`src/design/fpa_pkg.sv`:
```
package fpa_pkg;

   localparam int FRAC_BITS  = 8;
   localparam int DATA_W     = 32;
   localparam int DIV_W      = DATA_W + FRAC_BITS;
   localparam int PIPE_DEPTH = DIV_W + 2;

   typedef enum logic [3:0] {
      OP_ADD,
      OP_SUB,
      OP_MUL,
      OP_DIV,
      OP_GT,
      OP_LT,
      OP_GE,
      OP_LE,
      OP_EQ,
      OP_NE,
      OP_MIN,
      OP_MAX,
      OP_INC,
      OP_DEC,
      OP_FROM_INT,
      OP_TO_INT
   } op_type;

   typedef struct packed {
      logic signed [DATA_W-1:0] result_raw;
      logic                     compare_true;
      logic                     divide_by_zero;
      logic                     is_div;
   } side_type;

   typedef struct packed {
      logic [DIV_W-1:0]  dividend;
      logic [DATA_W-1:0] divisor;
      logic              neg;
      side_type          side;
   } div_req_type;

   typedef struct packed {
      logic [DATA_W-1:0] quotient;
      logic              neg;
      side_type          side;
   } div_rsp_type;

endpackage

```
`src/design/fpa_mul.sv`:
```
module fpa_mul import fpa_pkg::*; (
   input  logic                     clock,
   input  logic                     load,
   input  logic signed [DATA_W-1:0] operand_a,
   input  logic signed [DATA_W-1:0] operand_b,
   output logic signed [DATA_W-1:0] product_scaled
);

   logic signed [2*DATA_W-1:0] product_ff;
   logic signed [2*DATA_W-1:0] product_in;

   assign product_in = operand_a * operand_b;

   always_ff @(posedge clock) begin
      if (load) begin
         product_ff <= product_in;
      end
   end

   // floor shift by the fraction width, wrapped to the data width
   assign product_scaled = product_ff[FRAC_BITS +: DATA_W];

endmodule

```
`config.mk`:
```
export PLATFORM = sky130hd
export DESIGN_NAME = fpa_mul
export DESIGN_NICKNAME = d
export VERILOG_FILES = /design/src/design/fpa_pkg.sv /design/src/design/fpa_mul.sv
export SDC_FILE = /design/constraint.sdc
export NUM_CORES = 2
export LEC_CHECK = 0
export BUFFER_PORTS_ARGS = -buffer_cell sky130_fd_sc_hd__buf_2
export CAP_MARGIN = 20
export CORE_UTILIZATION = 40
export DETAILED_ROUTE_END_ITERATION = 12
export GPL_TIMING_DRIVEN = 0
export HOLD_SLACK_MARGIN = 0.08
export MAX_ROUTING_LAYER = met4
export PLACE_DENSITY = 0.6
export SLEW_MARGIN = 20
export SYNTH_ARGS = -nofsm -noshare
export SYNTH_HDL_FRONTEND = slang
export SYNTH_SLANG_ARGS = --single-unit
```
`constraint.sdc`:
```
create_clock -name clock -period 22.1 [get_ports clock]
set_input_delay 3.315 -clock clock [delete_from_list [all_inputs] [get_ports clock]]
set_output_delay 3.315 -clock clock [all_outputs]
set_load 0.02 [all_outputs]
```
==> results.tsv <==
metric	value	unit
most frequently used flop master after synthesis	sky130_fd_sc_hd__edfxtp_1	
FF/Latch Area	961	um2
total number of H-tree levels	2	
Worst setup SP type	primary input	
Hold Violations, Final	0	
Synth async-reset ratio	0	%
Post-Route WL	84.2	mm
Achievable Freq	83.6	MHz
netlist area before placement	24300	um2
pin count of the biggest net entering global routing	33	
EDFF count, synth	32	
Worst-Margin Slew	1.24	ns
antenna-violating nets left	0	
maximum buffer depth of the clock tree	2	
width of the chip	248	um
Post-Syn Area per Cell	9.27	um2
routability congestion estimate	1.02	
initial core utilization	40.8	%
top-area cell type share of the netlist area	53.0	%
unrepaired setup endpoints after global routing	false	
Cells after Synth	2618	
top-level port count	98	
number of DRC violations after detailed-routing iteration 0	1373	
number of rows in the core area	89	
biggest area consumer among synthesized cells	sky130_fd_sc_hd__fa_1	
clk slew on worst S/H paths	0.08	ns
Pre-Repair DR Iteration Count	5	
status	finished clean	
element type at the critical path end	flip-flop	
number of global-route vias before repair	19800	
number of register bits inferred by synthesis	32	
Die Outline Area	61700	um2
Die Height	248	um
cell types with the highest counts after synthesis	sky130_fd_sc_hd__inv_1 (696), sky130_fd_sc_hd__fa_1 (642), sky130_fd_sc_hd__and2_1 (436)	
largest registers	product_ff x32	
crit share post-route	54.1	%
via count	17900	
arrival time at the worst endpoint	12.06	ns
routed length per placed instance	24.1	um
data required time at the worst endpoint	22.20	ns
number of flip-flops under the largest register name	32	
vias per cell	5.12	
GRT Util Overall	29.8	%
final total negative setup slack	0	ns
most common cell in the netlist	sky130_fd_sc_hd__inv_1	
TritonCTS Buffers	5	
number of sinks on the clock net	32	
register ranked first by flip-flop count	product_ff	
type of the tightest min-delay check	primary input to flip-flop	
Synth Warn #	0	
cell depth of the worst hold path	1	
worst slew slack as a fraction of its limit	17.2	%
# hold bufs at CTS	0	
Final nets	3580	
Fill cells	5984	
initial antenna violation count	11	
total nets after synthesis	3481	
max_cap viols	0	
final standard cell count with taps included and fillers excluded	3495	
count of different cell masters after synthesis	42	
first-pass GRT wire length	126	mm
proportion of synthesized chip area in sequential cells	3.96	%
main area contributors after synthesis	sky130_fd_sc_hd__fa_1 (53%), sky130_fd_sc_hd__and2_1 (11%), sky130_fd_sc_hd__inv_1 (11%), sky130_fd_sc_hd__ha_1 (8.0%), sky130_fd_sc_hd__nand2_1 (4.9%)	
placed cell count	3483	
Clk Tree Root Cell	sky130_fd_sc_hd__clkbuf_16	
PortBufs	92	
area delta synth->final	6.60	%
area occupied by multi-input gates	20200	um2
HPWL after DPL	71.1	mm
clock tree from TritonCTS	built	
top fanout value on the critical path	10	
gr ovfl total	0	
share of layout cells above drive strength 1	4.05	%
core area	59500	um2
cts repair resizes	0	
setup fix buffers added after clock tree synthesis	0	
remaining design rule violation count	0	
class of the most critical setup path	primary input to flip-flop	
number of max-slew violations in the final report	0	
time the final worst path needs with I/O delays and setup	11.96	ns
Final setup viols	0	
Final Hold Slack	3.70	ns
==> critical path, stage by stage <==
cell and delay (ns):
sky130_fd_sc_hd__clkbuf_1 0.86, sky130_fd_sc_hd__clkbuf_1 0.64, sky130_fd_sc_hd__and2_1 0.25, sky130_fd_sc_hd__fa_1 0.42, sky130_fd_sc_hd__fa_1 0.44, sky130_fd_sc_hd__fa_1 0.55, sky130_fd_sc_hd__inv_1 0.05, sky130_fd_sc_hd__fa_1 0.47
sky130_fd_sc_hd__inv_1 0.05, sky130_fd_sc_hd__fa_1 0.49, sky130_fd_sc_hd__inv_1 0.05, sky130_fd_sc_hd__fa_1 0.52, sky130_fd_sc_hd__inv_1 0.04, sky130_fd_sc_hd__fa_1 0.50, sky130_fd_sc_hd__fa_1 0.42, sky130_fd_sc_hd__ha_1 0.37
sky130_fd_sc_hd__nand3_1 0.34, sky130_fd_sc_hd__nor2_1 0.37, sky130_fd_sc_hd__nand4_1 0.41, sky130_fd_sc_hd__a21oi_2 0.43, sky130_fd_sc_hd__o2111a_1 0.57, sky130_fd_sc_hd__o21ai_0 0.21, sky130_fd_sc_hd__nand3b_1 0.17, sky130_fd_sc_hd__xnor2_1 0.08
==> logic make-up (layout without fill, tap and decap cells) <==
group                      count (synthesis)  in the layout  share of synthesized area (%)
AOI/OAI and AO/OA                         76             76                           2.10
DFF                                       32             32                           3.96
xor gates and xnor gates                  82             82                           2.96
other                                      0              4                              0
buffers and inverters                    829            929                           12.8
and+or+nand+nor                          802            802                           17.2
adders and majority gates                797            797                           60.9
==> final timing paths <==
check,startpoint,to,slack [ns]
setup / recovery,operand_a[12],product_ff[39],10.14
hold / removal,load,product_ff[20],3.70
==> routing by layer <==
metal / up-vias / global-route usage, % / routed length [um]
li1: 7572 / - / -
met1: 9397 / 36.9 / 33500
met2: 749 / 48.0 / 40200
met3: 170 / 5.05 / 6300
met4: 0 / 12.6 / 4260
met5: - / - / 0
==> layout by cell type, fill, tap and decap left out, types with 17 or more instances in the layout <==
| master | n |
|---|---|
| sky130_fd_sc_hd__xnor2_1 | 65 |
| sky130_fd_sc_hd__inv_1 | 696 |
| sky130_fd_sc_hd__buf_2 | 95 |
| sky130_fd_sc_hd__clkbuf_1 | 129 |
| sky130_fd_sc_hd__nand2_1 | 320 |
| sky130_fd_sc_hd__nor2_1 | 18 |
| sky130_fd_sc_hd__edfxtp_1 | 32 |
| sky130_fd_sc_hd__xor2_1 | 17 |
| sky130_fd_sc_hd__and2_1 | 436 |
| sky130_fd_sc_hd__a21oi_1 | 25 |
| sky130_fd_sc_hd__fa_1 | 642 |
| sky130_fd_sc_hd__ha_1 | 155 |
==> layout make-up <==
cell class	count	share of cell area (%)
tap	773	3.74
antenna	4	0.0387
sequential	32	3.71
multi-input combinational	1757	78.1
timing repair buffer	92	1.78
clock inverter	3	0.145
inverter	696	10.1
clock buffer	5	0.484
buffer	133	1.95
==> per-stage QoR <==
| stage | util, % | worst slack, ns | cell area [um2] |
|---|---|---|---|
| finish | 43.5 | 10.14 | 25900 |
| global route | 43.5 | 9.98 | 25900 |
| CTS | 43.5 | 10.07 | 25900 |
| detailed placement | 43.2 | 9.71 | 25700 |
| global placement | 43.2 | 9.78 | 25700 |
| floorplan | - | 12.19 | 24300 |
Power is not shown: default switching activity piles up to over one toggle a cycle in this logic, so the estimate is an artifact.
